File: config.mk
export PLATFORM = sky130hd
export DESIGN_NAME = servo_accel_limited_pulse_gen
export DESIGN_NICKNAME = d
export VERILOG_FILES = /design/src/hw/rtl/svpg_pkg.sv /design/src/hw/rtl/svpg_front.sv /design/src/hw/rtl/svpg_queue.sv /design/src/hw/rtl/svpg_div.sv /design/src/hw/rtl/svpg_back.sv /design/src/hw/rtl/servo_accel_limited_pulse_gen.sv
export SDC_FILE = /design/constraint.sdc
export NUM_CORES = 2
export LEC_CHECK = 0
export ABC_AREA = 0
export BUFFER_PORTS_ARGS = -buffer_cell sky130_fd_sc_hd__buf_2
export CAP_MARGIN = 20
export CORE_AREA = 4 4 337 339
export CTS_CLUSTER_DIAMETER = 80
export CTS_CLUSTER_SIZE = 30
export DETAILED_ROUTE_END_ITERATION = 7
export DIE_AREA = 0 0 341 343
export GPL_TIMING_DRIVEN = 0
export PLACE_DENSITY_LB_ADDON = 0.25
export REMOVE_ABC_BUFFERS = 1
export SETUP_SLACK_MARGIN = 0.15
export SLEW_MARGIN = 20
export SYNTH_ARGS = -nofsm -noshare
export SYNTH_HDL_FRONTEND = slang
export SYNTH_SLANG_ARGS = --single-unit
File: constraint.sdc
create_clock -name clk -period 21.3 [get_ports clk]
set_clock_uncertainty 0.05 [all_clocks]
set_input_delay 1.065 -clock clk [delete_from_list [all_inputs] [get_ports clk]]
set_output_delay 1.065 -clock clk [all_outputs]
set_load 0.005 [all_outputs]
File: src/hw/rtl/svpg_pkg.sv
// shared types, constants and widths for the servo pulse generator
`default_nettype none
package svpg_pkg;

  // block configuration
  localparam int NUM_CHANNELS  = 6;
  localparam int ACCEL_ENABLE  = 1;
  localparam int MID_ANGLE_DEG = 90;
  localparam int FRAC_BITS     = 8;

  // fixed field widths
  localparam int CH_W          = 3;
  localparam int ANG_W         = 17;
  localparam int DEG_CFG_W     = 9;
  localparam int PULSE_W       = 12;
  localparam int SPEED_W       = 16;
  localparam int MASK_W        = 6;
  localparam int TRIM_W        = 10;
  localparam int TRIM_CHANNELS = 6;
  localparam int TRIM_WORDS_W  = 60;
  localparam int CFG_W         = 60;
  localparam int CFG_IDX_W     = 3;

  // register indexes
  localparam logic [CFG_IDX_W-1:0] REG_ANGLE_MIN    = 3'd0;
  localparam logic [CFG_IDX_W-1:0] REG_ANGLE_MAX    = 3'd1;
  localparam logic [CFG_IDX_W-1:0] REG_PULSE_MIN    = 3'd2;
  localparam logic [CFG_IDX_W-1:0] REG_PULSE_MAX    = 3'd3;
  localparam logic [CFG_IDX_W-1:0] REG_SPEED_LIMIT  = 3'd4;
  localparam logic [CFG_IDX_W-1:0] REG_ACCEL_STEP   = 3'd5;
  localparam logic [CFG_IDX_W-1:0] REG_REVERSE_MASK = 3'd6;
  localparam logic [CFG_IDX_W-1:0] REG_TRIM_WORDS   = 3'd7;

  // fixed point derived values
  localparam int ONE_DEG      = 1 << FRAC_BITS;
  localparam int SETTLE_UNITS = (ONE_DEG + 50) / 100;
  localparam int POS_MAX_I    = (1 << (ANG_W - 1)) - 1;
  localparam int POS_MIN_I    = -(1 << (ANG_W - 1));
  localparam int MID_FIX_I    = MID_ANGLE_DEG * ONE_DEG;
  localparam int POS_RESET_I  = (MID_FIX_I > POS_MAX_I) ? POS_MAX_I :
                                ((MID_FIX_I < POS_MIN_I) ? POS_MIN_I : MID_FIX_I);
  localparam int CH_IDX_W     = (NUM_CHANNELS > 1) ? $clog2(NUM_CHANNELS) : 1;

  // pulse mapping widths
  localparam int VAL_W     = ((DEG_CFG_W + FRAC_BITS > ANG_W) ?
                              (DEG_CFG_W + FRAC_BITS) : ANG_W) + 2;
  localparam int DEG_W     = VAL_W - FRAC_BITS;
  localparam int OFS_W     = DEG_W + 1;
  localparam int PDIFF_W   = PULSE_W + 1;
  localparam int SPAN_W    = DEG_CFG_W + 1;
  localparam int MAG_W     = OFS_W + PDIFF_W;
  localparam int US_W      = MAG_W + 2;
  localparam int DIV_STEPS = (MAG_W + 1) / 2;
  localparam int DIV_BITS  = 2 * DIV_STEPS;
  localparam int DIV_CNT_W = $clog2(DIV_STEPS + 1);

  // queue between front and back
  localparam int QUEUE_DEPTH = 2;
  localparam int QPTR_W      = (QUEUE_DEPTH > 1) ? $clog2(QUEUE_DEPTH) : 1;

  typedef struct packed {
    logic [CH_W-1:0]         channel;
    logic signed [ANG_W-1:0] target;
    logic                    in_range;
  } item_t;

  typedef struct packed {
    logic full;
    logic avail;
  } q_stat_t;

  typedef struct packed {
    logic             done;
    logic [MAG_W-1:0] quotient;
  } div_res_t;

endpackage
`default_nettype wire

File: src/hw/rtl/svpg_front.sv
// front end: accepts input words, classifies the channel and feeds the queue
`default_nettype none
module svpg_front import svpg_pkg::*; (
  input  logic                    clk,
  input  logic                    rst,
  input  logic                    in_valid,
  output logic                    in_stall,
  input  logic [CH_W-1:0]         channel,
  input  logic signed [ANG_W-1:0] target_angle,
  input  q_stat_t                 q_stat,
  output logic                    push,
  output item_t                   push_item
);

  logic  hold_valid;
  item_t hold_item;
  logic  accept;

  assign in_stall  = hold_valid && q_stat.full;
  assign accept    = in_valid && !in_stall;
  assign push      = hold_valid && !q_stat.full;
  assign push_item = hold_item;

  always_ff @(posedge clk) begin
    if (rst) begin
      hold_valid <= 1'b0;
    end else if (accept) begin
      hold_valid <= 1'b1;
    end else if (push) begin
      hold_valid <= 1'b0;
    end
  end

  always_ff @(posedge clk) begin
    if (accept) begin
      hold_item.channel  <= channel;
      hold_item.target   <= target_angle;
      hold_item.in_range <= (32'(channel) < NUM_CHANNELS);
    end
  end

endmodule
`default_nettype wire

File: src/hw/rtl/svpg_queue.sv
// short fifo between the front end and the motion back end
`default_nettype none
module svpg_queue import svpg_pkg::*; (
  input  logic    clk,
  input  logic    rst,
  input  logic    push,
  input  item_t   push_item,
  input  logic    pop,
  output item_t   pop_item,
  output q_stat_t q_stat
);

  item_t             entries [QUEUE_DEPTH];
  logic [QPTR_W-1:0] wr_ptr;
  logic [QPTR_W-1:0] rd_ptr;
  logic [QPTR_W:0]   count;

  assign pop_item     = entries[rd_ptr];
  assign q_stat.full  = (count == (QPTR_W + 1)'(QUEUE_DEPTH));
  assign q_stat.avail = (count != '0);

  always_ff @(posedge clk) begin
    if (rst) begin
      wr_ptr <= '0;
      rd_ptr <= '0;
      count  <= '0;
    end else begin
      if (push) begin
        wr_ptr <= (wr_ptr == QPTR_W'(QUEUE_DEPTH - 1)) ? '0 : wr_ptr + 1'b1;
      end
      if (pop) begin
        rd_ptr <= (rd_ptr == QPTR_W'(QUEUE_DEPTH - 1)) ? '0 : rd_ptr + 1'b1;
      end
      if (push && !pop) begin
        count <= count + 1'b1;
      end else if (pop && !push) begin
        count <= count - 1'b1;
      end
    end
  end

  always_ff @(posedge clk) begin
    if (push) begin
      entries[wr_ptr] <= push_item;
    end
  end

endmodule
`default_nettype wire

File: src/hw/rtl/svpg_div.sv
// unsigned restoring divider, two quotient bits per cycle
`default_nettype none
module svpg_div import svpg_pkg::*; (
  input  logic              clk,
  input  logic              rst,
  input  logic              start,
  input  logic [MAG_W-1:0]  dividend,
  input  logic [SPAN_W-1:0] divisor,
  output div_res_t          res
);

  logic                 busy;
  logic                 done;
  logic [DIV_CNT_W-1:0] cnt;
  logic [SPAN_W:0]      rem;
  logic [DIV_BITS-1:0]  quo;
  logic [SPAN_W-1:0]    dvs;
  logic [SPAN_W:0]      rem_next;
  logic [DIV_BITS-1:0]  quo_next;

  always_comb begin
    rem_next = rem;
    quo_next = quo;
    for (int k = 0; k < 2; k++) begin
      rem_next = {rem_next[SPAN_W-1:0], quo_next[DIV_BITS-1]};
      quo_next = {quo_next[DIV_BITS-2:0], 1'b0};
      if (rem_next >= {1'b0, dvs}) begin
        rem_next    = rem_next - {1'b0, dvs};
        quo_next[0] = 1'b1;
      end
    end
  end

  assign res.done     = done;
  assign res.quotient = quo[MAG_W-1:0];

  always_ff @(posedge clk) begin
    if (rst) begin
      busy <= 1'b0;
      done <= 1'b0;
      cnt  <= '0;
    end else begin
      done <= 1'b0;
      if (start) begin
        busy <= 1'b1;
        cnt  <= DIV_CNT_W'(DIV_STEPS);
      end else if (busy) begin
        cnt <= cnt - 1'b1;
        if (cnt == DIV_CNT_W'(1)) begin
          busy <= 1'b0;
          done <= 1'b1;
        end
      end
    end
  end

  always_ff @(posedge clk) begin
    if (start) begin
      rem <= '0;
      quo <= DIV_BITS'(dividend);
      dvs <= divisor;
    end else if (busy) begin
      rem <= rem_next;
      quo <= quo_next;
    end
  end

endmodule
`default_nettype wire

File: src/hw/rtl/svpg_back.sv
// back end: per-channel motion update, angle to pulse mapping, result register
`default_nettype none
module svpg_back import svpg_pkg::*; (
  input  logic                    clk,
  input  logic                    rst,
  input  logic                    cfg_write,
  input  logic [CFG_IDX_W-1:0]    cfg_index,
  input  logic [CFG_W-1:0]        cfg_data,
  input  q_stat_t                 q_stat,
  input  item_t                   q_item,
  output logic                    pop,
  output logic                    div_start,
  output logic [MAG_W-1:0]        div_dividend,
  output logic [SPAN_W-1:0]       div_divisor,
  input  div_res_t                div_res,
  output logic                    out_valid,
  input  logic                    out_stall,
  output logic [CH_W-1:0]         out_channel,
  output logic [PULSE_W-1:0]      pulse_width,
  output logic signed [ANG_W-1:0] current_angle,
  output logic                    settled
);

  localparam int D_W   = ANG_W + 1;
  localparam int SUM_W = ANG_W + 2;

  localparam logic signed [SUM_W-1:0] SUM_HI = SUM_W'(POS_MAX_I);
  localparam logic signed [SUM_W-1:0] SUM_LO = SUM_W'(POS_MIN_I);

  typedef enum logic [11:0] {
    ST_IDLE  = 12'b000000000001,
    ST_DIST  = 12'b000000000010,
    ST_DES   = 12'b000000000100,
    ST_VEL   = 12'b000000001000,
    ST_POS   = 12'b000000010000,
    ST_MAP   = 12'b000000100000,
    ST_DEG   = 12'b000001000000,
    ST_MUL   = 12'b000010000000,
    ST_START = 12'b000100000000,
    ST_DIV   = 12'b001000000000,
    ST_FIN   = 12'b010000000000,
    ST_DONE  = 12'b100000000000
  } state_t;

  state_t state;

  // configuration registers
  logic signed [DEG_CFG_W-1:0] angle_min;
  logic signed [DEG_CFG_W-1:0] angle_max;
  logic [PULSE_W-1:0]          pulse_min;
  logic [PULSE_W-1:0]          pulse_max;
  logic [SPEED_W-1:0]          speed_limit;
  logic [SPEED_W-1:0]          accel_step;
  logic [MASK_W-1:0]           reverse_mask;
  logic [TRIM_WORDS_W-1:0]     trim_words;

  // per-channel state
  logic signed [ANG_W-1:0] pos_store [NUM_CHANNELS];
  logic signed [ANG_W-1:0] vel_store [NUM_CHANNELS];

  // working registers
  logic [CH_W-1:0]           item_ch;
  logic [CH_IDX_W-1:0]       item_idx;
  logic signed [ANG_W-1:0]   target;
  logic signed [ANG_W-1:0]   pos_r;
  logic signed [ANG_W-1:0]   vel_r;
  logic signed [D_W-1:0]     d_r;
  logic                      far_r;
  logic signed [D_W-1:0]     desired_r;
  logic signed [ANG_W-1:0]   vel_n;
  logic signed [ANG_W-1:0]   pos_f;
  logic                      settled_r;
  logic signed [VAL_W-1:0]   val_r;
  logic signed [OFS_W-1:0]   ofs_r;
  logic signed [MAG_W-1:0]   prod_r;
  logic signed [SPAN_W-1:0]  span_r;
  logic                      neg_r;
  logic signed [US_W-1:0]    us_r;
  logic [PULSE_W-1:0]        res_pulse;

  // combinational helpers
  logic                      in_trim;
  logic [MASK_W-1:0]         rev_bits;
  logic                      rev;
  logic [D_W-1:0]            mag;
  logic [D_W-1:0]            lim;
  logic signed [SUM_W-1:0]   v_ext;
  logic signed [SUM_W-1:0]   des_ext;
  logic signed [SUM_W-1:0]   v_try;
  logic signed [SUM_W-1:0]   v_new;
  logic signed [SUM_W-1:0]   p_sum;
  logic signed [ANG_W-1:0]   p_sat;
  logic signed [ANG_W-1:0]   pos_c;
  logic signed [ANG_W-1:0]   vel_c;
  logic signed [VAL_W-1:0]   val_c;
  logic signed [VAL_W-1:0]   val_adj;
  logic signed [DEG_W-1:0]   deg;
  logic signed [PDIFF_W-1:0] pdiff;
  logic [MAG_W-1:0]          prod_mag;
  logic [SPAN_W-1:0]         span_mag;
  logic signed [US_W-1:0]    q_ext;
  logic signed [US_W-1:0]    pmin_s;
  logic signed [US_W-1:0]    pmax_s;
  logic [TRIM_WORDS_W-1:0]   trim_shift;
  logic signed [US_W-1:0]    trim_s;
  logic signed [US_W-1:0]    us_t;
  logic [PULSE_W-1:0]        pulse_c;
  logic                      out_free;

  assign out_free = !out_valid || !out_stall;
  assign pop      = (state == ST_IDLE) && q_stat.avail;

  assign in_trim  = (32'(item_ch) < TRIM_CHANNELS);
  assign rev_bits = reverse_mask >> item_ch;
  assign rev      = in_trim && rev_bits[0];
  assign pmin_s   = US_W'($signed({1'b0, pulse_min}));
  assign pmax_s   = US_W'($signed({1'b0, pulse_max}));

  // velocity target from the distance
  always_comb begin
    mag = d_r[D_W-1] ? D_W'(-d_r) : D_W'(d_r);
    lim = (mag < D_W'(speed_limit)) ? mag : D_W'(speed_limit);
  end

  // velocity moves toward the target by at most one acceleration step
  always_comb begin
    v_ext   = SUM_W'(vel_r);
    des_ext = SUM_W'(desired_r);
    v_try   = v_ext;
    v_new   = v_ext;
    if (v_ext < des_ext) begin
      v_try = v_ext + SUM_W'($signed({1'b0, accel_step}));
      v_new = (v_try > des_ext) ? des_ext : v_try;
    end else if (v_ext > des_ext) begin
      v_try = v_ext - SUM_W'($signed({1'b0, accel_step}));
      v_new = (v_try < des_ext) ? des_ext : v_try;
    end
  end

  // position update with saturation and overshoot snap, or a direct jump to the target when acceleration is off
  always_comb begin
    p_sum = SUM_W'(pos_r) + SUM_W'(vel_n);
    if (p_sum > SUM_HI) begin
      p_sat = ANG_W'(SUM_HI);
    end else if (p_sum < SUM_LO) begin
      p_sat = ANG_W'(SUM_LO);
    end else begin
      p_sat = ANG_W'(p_sum);
    end
    if (ACCEL_ENABLE != 0) begin
      if (far_r) begin
        if ((!d_r[D_W-1] && p_sat >= target) || (d_r[D_W-1] && p_sat <= target)) begin
          pos_c = target;
          vel_c = '0;
        end else begin
          pos_c = p_sat;
          vel_c = vel_n;
        end
      end else begin
        pos_c = pos_r;
        vel_c = '0;
      end
    end else begin
      pos_c = target;
      vel_c = vel_r;
    end
  end

  // mirrored angle and whole degrees truncated toward zero
  always_comb begin
    if (rev) begin
      val_c = (VAL_W'(angle_min) <<< FRAC_BITS) + (VAL_W'(angle_max) <<< FRAC_BITS)
              - VAL_W'(pos_f);
    end else begin
      val_c = VAL_W'(pos_f);
    end
    val_adj = val_r + (val_r[VAL_W-1] ? VAL_W'(ONE_DEG - 1) : VAL_W'(0));
    deg     = DEG_W'(val_adj >>> FRAC_BITS);
    pdiff   = $signed({1'b0, pulse_max}) - $signed({1'b0, pulse_min});
  end

  // divider operands and final trim and clamp
  always_comb begin
    prod_mag     = prod_r[MAG_W-1] ? MAG_W'(-prod_r) : MAG_W'(prod_r);
    span_mag     = span_r[SPAN_W-1] ? SPAN_W'(-span_r) : SPAN_W'(span_r);
    div_dividend = prod_mag;
    div_divisor  = span_mag;
    div_start    = (state == ST_START) && (span_r != '0);
    q_ext        = US_W'(div_res.quotient);
    trim_shift   = trim_words >> (TRIM_W * item_ch);
    trim_s       = in_trim ? US_W'($signed(trim_shift[TRIM_W-1:0])) : US_W'(0);
    us_t         = us_r + trim_s;
    if (us_t < pmin_s) begin
      pulse_c = pulse_min;
    end else if (us_t > pmax_s) begin
      pulse_c = pulse_max;
    end else begin
      pulse_c = us_t[PULSE_W-1:0];
    end
  end

  // configuration
  always_ff @(posedge clk) begin
    if (rst) begin
      angle_min    <= DEG_CFG_W'(0);
      angle_max    <= DEG_CFG_W'(180);
      pulse_min    <= PULSE_W'(1000);
      pulse_max    <= PULSE_W'(2000);
      speed_limit  <= SPEED_W'(512);
      accel_step   <= SPEED_W'(26);
      reverse_mask <= '0;
      trim_words   <= '0;
    end else if (cfg_write) begin
      case (cfg_index)
        REG_ANGLE_MIN:    angle_min    <= cfg_data[DEG_CFG_W-1:0];
        REG_ANGLE_MAX:    angle_max    <= cfg_data[DEG_CFG_W-1:0];
        REG_PULSE_MIN:    pulse_min    <= cfg_data[PULSE_W-1:0];
        REG_PULSE_MAX:    pulse_max    <= cfg_data[PULSE_W-1:0];
        REG_SPEED_LIMIT:  speed_limit  <= cfg_data[SPEED_W-1:0];
        REG_ACCEL_STEP:   accel_step   <= cfg_data[SPEED_W-1:0];
        REG_REVERSE_MASK: reverse_mask <= cfg_data[MASK_W-1:0];
        REG_TRIM_WORDS:   trim_words   <= cfg_data[TRIM_WORDS_W-1:0];
        default: ;
      endcase
    end
  end

  // channel state
  always_ff @(posedge clk) begin
    if (rst) begin
      for (int i = 0; i < NUM_CHANNELS; i++) begin
        pos_store[i] <= ANG_W'(POS_RESET_I);
        vel_store[i] <= '0;
      end
    end else if (state == ST_POS) begin
      pos_store[item_idx] <= pos_c;
      vel_store[item_idx] <= vel_c;
    end
  end

  // sequencer
  always_ff @(posedge clk) begin
    if (rst) begin
      state     <= ST_IDLE;
      out_valid <= 1'b0;
    end else begin
      if ((state == ST_DONE) && out_free) begin
        out_valid <= 1'b1;
      end else if (out_valid && !out_stall) begin
        out_valid <= 1'b0;
      end
      case (state)
        ST_IDLE: begin
          if (q_stat.avail) begin
            state <= q_item.in_range ? ST_DIST : ST_DONE;
          end
        end
        ST_DIST:  state <= ST_DES;
        ST_DES:   state <= ST_VEL;
        ST_VEL:   state <= ST_POS;
        ST_POS:   state <= ST_MAP;
        ST_MAP:   state <= ST_DEG;
        ST_DEG:   state <= ST_MUL;
        ST_MUL:   state <= ST_START;
        ST_START: state <= (span_r == '0) ? ST_FIN : ST_DIV;
        ST_DIV: begin
          if (div_res.done) begin
            state <= ST_FIN;
          end
        end
        ST_FIN:   state <= ST_DONE;
        ST_DONE: begin
          if (out_free) begin
            state <= ST_IDLE;
          end
        end
        default:  state <= ST_IDLE;
      endcase
    end
  end

  // datapath registers
  always_ff @(posedge clk) begin
    case (state)
      ST_IDLE: begin
        item_ch   <= q_item.channel;
        item_idx  <= CH_IDX_W'(q_item.channel);
        target    <= q_item.target;
        res_pulse <= '0;
        pos_f     <= '0;
        settled_r <= 1'b0;
      end
      ST_DIST: begin
        pos_r <= pos_store[item_idx];
        vel_r <= vel_store[item_idx];
        d_r   <= D_W'(target) - D_W'(pos_store[item_idx]);
      end
      ST_DES: begin
        far_r     <= (mag > D_W'(SETTLE_UNITS));
        desired_r <= d_r[D_W-1] ? -$signed(lim) : $signed(lim);
      end
      ST_VEL: begin
        vel_n <= ANG_W'(v_new);
      end
      ST_POS: begin
        pos_f     <= pos_c;
        settled_r <= (pos_c == target) && (vel_c == '0);
      end
      ST_MAP: begin
        val_r <= val_c;
      end
      ST_DEG: begin
        ofs_r <= OFS_W'(deg) - OFS_W'(angle_min);
      end
      ST_MUL: begin
        prod_r <= MAG_W'(ofs_r) * MAG_W'(pdiff);
        span_r <= SPAN_W'(angle_max) - SPAN_W'(angle_min);
      end
      ST_START: begin
        neg_r <= prod_r[MAG_W-1] ^ span_r[SPAN_W-1];
        us_r  <= pmin_s;
      end
      ST_DIV: begin
        if (div_res.done) begin
          us_r <= (neg_r ? -q_ext : q_ext) + pmin_s;
        end
      end
      ST_FIN: begin
        res_pulse <= pulse_c;
      end
      ST_DONE: begin
        if (out_free) begin
          out_channel   <= item_ch;
          pulse_width   <= res_pulse;
          current_angle <= pos_f;
          settled       <= settled_r;
        end
      end
      default: ;
    endcase
  end

endmodule
`default_nettype wire

File: src/hw/rtl/servo_accel_limited_pulse_gen.sv
// an accepted word for a valid channel passes the front-end holding register, the queue,
// the motion update and the pulse mapping; a channel beyond the last one skips to the result
// the back-end sequencer takes one word at a time and waits on its iterative divider for the
// angle-to-pulse mapping; the front end and a 2-entry queue take further words meanwhile;
// a stalled result holds the back end until it is taken
// reset: synchronous; configuration registers return to defaults, positions to mid angle, velocities to zero
`default_nettype none
module servo_accel_limited_pulse_gen import svpg_pkg::*; (
  input  logic                    clk,
  input  logic                    rst,
  input  logic                    cfg_write,
  input  logic [CFG_IDX_W-1:0]    cfg_index,
  input  logic [CFG_W-1:0]        cfg_data,
  input  logic                    in_valid,
  output logic                    in_stall,
  input  logic [CH_W-1:0]         channel,
  input  logic signed [ANG_W-1:0] target_angle,
  output logic                    out_valid,
  input  logic                    out_stall,
  output logic [CH_W-1:0]         out_channel,
  output logic [PULSE_W-1:0]      pulse_width,
  output logic signed [ANG_W-1:0] current_angle,
  output logic                    settled
);

  q_stat_t           q_stat;
  logic              push;
  item_t             push_item;
  logic              pop;
  item_t             q_item;
  logic              div_start;
  logic [MAG_W-1:0]  div_dividend;
  logic [SPAN_W-1:0] div_divisor;
  div_res_t          div_res;

  svpg_front u_front (
    .clk          (clk),
    .rst          (rst),
    .in_valid     (in_valid),
    .in_stall     (in_stall),
    .channel      (channel),
    .target_angle (target_angle),
    .q_stat       (q_stat),
    .push         (push),
    .push_item    (push_item)
  );

  svpg_queue u_queue (
    .clk       (clk),
    .rst       (rst),
    .push      (push),
    .push_item (push_item),
    .pop       (pop),
    .pop_item  (q_item),
    .q_stat    (q_stat)
  );

  svpg_div u_div (
    .clk      (clk),
    .rst      (rst),
    .start    (div_start),
    .dividend (div_dividend),
    .divisor  (div_divisor),
    .res      (div_res)
  );

  svpg_back u_back (
    .clk           (clk),
    .rst           (rst),
    .cfg_write     (cfg_write),
    .cfg_index     (cfg_index),
    .cfg_data      (cfg_data),
    .q_stat        (q_stat),
    .q_item        (q_item),
    .pop           (pop),
    .div_start     (div_start),
    .div_dividend  (div_dividend),
    .div_divisor   (div_divisor),
    .div_res       (div_res),
    .out_valid     (out_valid),
    .out_stall     (out_stall),
    .out_channel   (out_channel),
    .pulse_width   (pulse_width),
    .current_angle (current_angle),
    .settled       (settled)
  );

endmodule
`default_nettype wire

* After elaboration in Yosys (flattened, before gate mapping)
Memory sizes are Yosys's and may differ from the RTL's. A register that Yosys moved wholly into a read port is not among the register bits. Cells that the tools add are included.
Word-level totals: word-level logic and storage cells 237, flip-flop bits (word level) 479, memories kept 3, RAM bits 246
Cells by class: multiply operators 2, magnitude comparators 16, shifts and indexed selects 2, reductions and logical operators 49, bitwise logic cells 2, add/subtract/negate cells 24, muxes and demuxes 68, equality and inequality tests 25
Memory list:
- u_back.pos_store | words 6, bits a word 17, read ports 1, clocked after Yosys merged registers in 1, wr ports 6, line svpg_back.sv:58 | logic signed [ANG_W-1:0] pos_store [NUM_CHANNELS];
- u_back.vel_store | words 6, bits a word 17, read ports 1, clocked after Yosys merged registers in 1, wr ports 6, line svpg_back.sv:59 | logic signed [ANG_W-1:0] vel_store [NUM_CHANNELS];
- u_queue.entries | words 2, bits a word 21, read ports 1, clocked after Yosys merged registers in 1, wr ports 1, line svpg_queue.sv:13 | item_t entries [QUEUE_DEPTH];
Operator list (number):
- $mux 17 | 12
- $pmux 12 s12 | 1
- $mux 27 | 3
- $mux 25 | 3
- $mux 12 | 6
- $shr 60x7->10 | 1
- $add 17x17->18 | 3
- $mux 18 | 3
- $pmux 27 s2 | 1
- $neg 18->18 | 2
- $sub 17x17->18 | 2
- $pmux 17 s2 | 1
- $reduce_or 17->1 | 2
- $add 27x13->27 | 1
- $add 27x27->27 | 1
- $gt 27x13->1 | 1
- $lt 27x13->1 | 1
- $neg 25->27 | 1
- $mul 12x13->25 | 1
- $neg 25->25 | 1
- $pmux 12 s2 | 1
- $mux 1 | 23
- $ge 11x10->1 | 2
- $mux 10 | 2
- other kinds (66) | 113

* Depth between registers and ports, before layout
word-level depth 12, gate-level depth with buffers 33, depth with buffers taken out 32

* Cells and area by module
A second synthesis with hierarchy kept.
Unflattened totals: cell total of the unflattened synthesis 5038, area, all modules 52320.2 sq um
By module, submodules not included:
- svpg_back | cells each 4603, seq. area each 19248.5 sq um, area an instance 46547.1 sq um, instances 1
- svpg_div | cells each 320, seq. area each 1391.3 sq um, area an instance 3365.7 sq um, instances 1
- svpg_queue | cells each 87, seq. area each 1361.3 sq um, area an instance 1717.9 sq um, instances 1
- svpg_front | cells each 28, seq. area each 650.6 sq um, area an instance 689.4 sq um, instances 1

* Worst setup path before layout
Ideal clock, no wire load.
path type register to register, start register u_back.pulse_min[0], end register u_back.prod_r[23] (data pin), setup slack 13762 ps, arrival 7223 ps, setup time 266 ps, required time 20984 ps, clock period less this slack 7538 ps, stages on the path, launching flop included 30, path buffers 1, cells stage by stage dfxtp_1 > ha_1 > inv_1 > fa_1 > a21o_1 > a21oi_1 > o21ai_0 > a21oi_1 > o21ai_0 > a21oi_1 > o21bai_1 > a21oi_1 > nor2_1 > a211oi_1 > clkbuf_1 > nand2_1 > fa_1 > fa_1 > fa_1 > fa_1 > inv_1 > fa_1 > ha_1 > or2_2 > a21oi_1 > a311oi_1 > o21a_1 > o21a_1 > o41ai_1 > xnor2_1
On the way: cells in the longest elaborated chain, start to end 2
Ends and longest elaborated chain:
- from (decl) | line svpg_back.sv:50 | logic [PULSE_W-1:0] pulse_min;
- from (signal assigned) | line svpg_back.sv:217 | REG_PULSE_MIN: pulse_min <= cfg_data[PULSE_W-1:0];
- $sub 12x12->13 | line svpg_back.sv:179 | pdiff = $signed({1'b0, pulse_max}) - $signed({1'b0, pulse_min});
- $mul 12x13->25 | line svpg_back.sv:316 | prod_r <= MAG_W'(ofs_r) * MAG_W'(pdiff);
- to (signal assigned) | line svpg_back.sv:316
- to (decl) | line svpg_back.sv:75 | logic signed [MAG_W-1:0] prod_r;
No other way between the ends. A chain may end at the register's enable or synchronous reset.

* Final worst setup path
start register u_back.pulse_min[0], end register u_back.prod_r[24] (data pin)
Same word-level chain as after synthesis.

==> metrics <==
status=finished, final reports clean; CP Max Fanout=15; RSZ-0062 raised after global routing=no; clock root buffer=clkbuf_16; Post-CTS Hold Buffers=0; final hold violations=0; Congestion Overflow GR=0; via count=36441; TritonCTS Buffers=43; final WL=between 100000 and 150000 um; P&R area growth vs syn=8.692%; most frequent cells in the layout=edfxtp_1, nand2_1, inv_1; Crit. End Element=flip-flop; CP peak stage delay=630 ps; layout cells sized above 1=9.918%; max cap viols=0; actual slew at the worst max-slew pin=around 1100 ps; sequential area share after synthesis=43.86%; clock slew at reported path FFs=around 120 ps; drt pass-1 iters=5; pre-CTS setup slack=12840 ps; antenna viol nets, final=0; final worst slack=12820 ps; post-synthesis async set-or-reset flop share=0%; Syn Std Cell Area=just over 0.05 mm2; first-pass GRT wire length=210200 um; CP Class=flip-flop to flip-flop; Wirelength per Cell=around 21 um; Via density=5.639; CP most frequent cell=a21oi_1; Leak=22.22 nW; IO Port Bufs=122; Initial Util=46.80%; Critical Path RT=21640 ps; Post-route DRC=0; hold crit path type=flip-flop to flip-flop; Tmin final=8484 ps; TritonCTS sink count=814; post-DP HPWL=104100 um; Core Util, Final=50.87%; EDFF count, synth=~640; RD Place Congestion=between 0.9 and 1; Iter 0 DRT Violations=2973; H-tree depth=2; pin count of the biggest net entering global routing=87; initial antenna violation count=8; CTS tree=done; global-route usage over all layers=about 23%; most common cell after layout, fill and taps aside=edfxtp_1; post-CTS sizing=0; IO Pins=123; Data arrival, critical path=~8800 ps; setup bufs post-CTS=0; cells after synthesis=4925; die height=343 um; Critical Path Start Type=flip-flop; Worst path slowest cell=ha_1; Final nets=around 5500; Yosys warnings=0; Max-slew headroom=about a quarter; TNS Setup=0 ps; floorplan die width=341 um; setup violators final=0; clk_lat worst skew=about 700 ps; number of global-route vias before repair=35654; die area=approximately 0.12 mm2; Netlist cell types=90; # fillers=9854; Rows=122; crit share post-route=39.83%; top_reg_cell synth=edfxtp_1; Core ar.=~0.11 mm2; Max VDD drop=0.1084 mV; power per cell area=100.8 mW/mm2; FF+latch count, synth=between 800 and 900; clk buf depth=3; Avg Cell Area, Syn=10.49 um2; max frequency=0.1179 GHz; max-slew violations=0
logic make-up after synthesis:
group / after synthesis / synth area share, %
AND/OR/NAND/NOR: 1509 / 13.77
AO/OA/AOI/OAI: 886 / 10.62
flip-flops: 814 / 43.86
buffers and inverters: 653 / 4.784
adder cells (fa/ha/maj): 514 / 14.88
XOR/XNOR: 277 / 4.697
multiplexers: 272 / 7.393
worst max-delay path: cells and delay by family (launching register included):
| family | cells | cell delay (ps) |
|---|---|---|
| fa+ha+maj | 8 | 3470 |
| compound gates | 15 | 2880 |
| simple gates | 3 | 600 |
| flops | 1 | 480 |
| buf+inv | 4 | 430 |
| xor+xnor | 1 | 270 |
stage by stage:
stage	cells	total power (W)	hold slack (ps)	instance area, um2
finish	6462	0.005660	372.5	56140
global placement	6330	0.004584	359.1	53330
CTS	6457	0.005698	374.1	56090
detailed placement	6383	0.004681	358.1	54550
global route	6461	0.006055	381.8	56140
floorplan	4720	0.003853	350.3	50860
worst paths after layout:
kind / startpoint / endpoint / slack, ps / depth (start not counted)
min: u_back.settled_r$_DFFE_PP_ / u_back.settled$_DFFE_PP_ / 370 / 0
max reg2reg: u_back.pulse_min[0]$_SDFFE_PP0P_ / u_back.prod_r[24]$_DFFE_PP_ / 12820 / 31
min reg2reg: u_back.settled_r$_DFFE_PP_ / u_back.settled$_DFFE_PP_ / 370 / 0
max: u_back.pulse_min[0]$_SDFFE_PP0P_ / u_back.prod_r[24]$_DFFE_PP_ / 12820 / 31
flip-flops by register name (all words and copies together), names as in the netlist, 18 cells and up, named ones only:
register	flops
u_front.push_item	21
u_back.us_r	27
u_back.prod_r	25
u_div.quo	26
u_back.vel_store	136
u_back.pos_store	136
u_back.val_r	19
u_queue.entries	42
u_back.d_r	18
u_back.desired_r	18
u_back.trim_words	60
cells in the mapped netlist (16+ instances only):
| library cell | number | area, um2 |
|---|---|---|
| a211o_1 | 21 | 183.9 |
| a21o_1 | 63 | 473.0 |
| and2_1 | 117 | 732.0 |
| o31ai_1 | 32 | 240.2 |
| o21a_1 | 30 | 225.2 |
| dfxtp_1 | 179 | 3583 |
| mux2_2 | 85 | 957.2 |
| nor3_1 | 103 | 515.5 |
| o41ai_1 | 16 | 140.1 |
| nand2b_1 | 61 | 381.6 |
| nand2_1 | 578 | 2170 |
| o21bai_1 | 21 | 157.7 |
| clkbuf_1 | 179 | 671.9 |
| ha_1 | 343 | 4292 |
| or2_2 | 18 | 112.6 |
| and3_1 | 54 | 337.8 |
| or3_1 | 27 | 168.9 |
| xnor2_1 | 176 | 1541 |
| a21oi_1 | 318 | 1592 |
| nor4_1 | 24 | 150.1 |
| mux4_2 | 79 | 1779 |
| mux2i_1 | 107 | 1071 |
| a21boi_0 | 18 | 135.1 |
| edfxtp_1 | 635 | 19070 |
| or4_1 | 19 | 142.6 |
| fa_1 | 168 | 3363 |
| nand4_1 | 31 | 193.9 |
| a211oi_1 | 32 | 240.2 |
| nor2_1 | 321 | 1205 |
| o21ai_0 | 195 | 975.9 |
| o211ai_1 | 26 | 195.2 |
| inv_1 | 446 | 1674 |
| xor2_1 | 101 | 884.6 |
| nor2b_1 | 55 | 344.1 |
| nand3_1 | 55 | 275.3 |
cell type report:
| type | instances | area [um2] | share of cell area, % |
|---|---|---|---|
| clock buffers | 46 | 1087 | 1.937 |
| repair buffers | 177 | 1629 | 2.902 |
| inverters | 448 | 1682 | 2.995 |
| multi-input cells | 3458 | 26760 | 47.66 |
| flip-flops and latches | 814 | 22660 | 40.36 |
| clock inverters | 28 | 456.7 | 0.8135 |
| diodes | 3 | 7.507 | 0.01337 |
| well taps | 1488 | 1862 | 3.316 |
metal layers:
| layer | track usage [%] | up-vias | wire, um |
|---|---|---|---|
| li1 | - | 17376 | - |
| met1 | 29.85 | 17959 | 57120 |
| met2 | 39.93 | 884 | 66740 |
| met3 | 2.951 | 222 | 6948 |
| met4 | 8.462 | 0 | 5732 |
| met5 | 0 | - | 0 |
report_power, final:
part / internal, W / total [W] / switching (W)
combinational: 0.00108 / 0.00256 / 0.00147
clock: 0.000422 / 0.00102 / 0.000593
sequential: 0.00193 / 0.00209 / 0.000156
No activity file was read; power rests on OpenSTA's default activity.
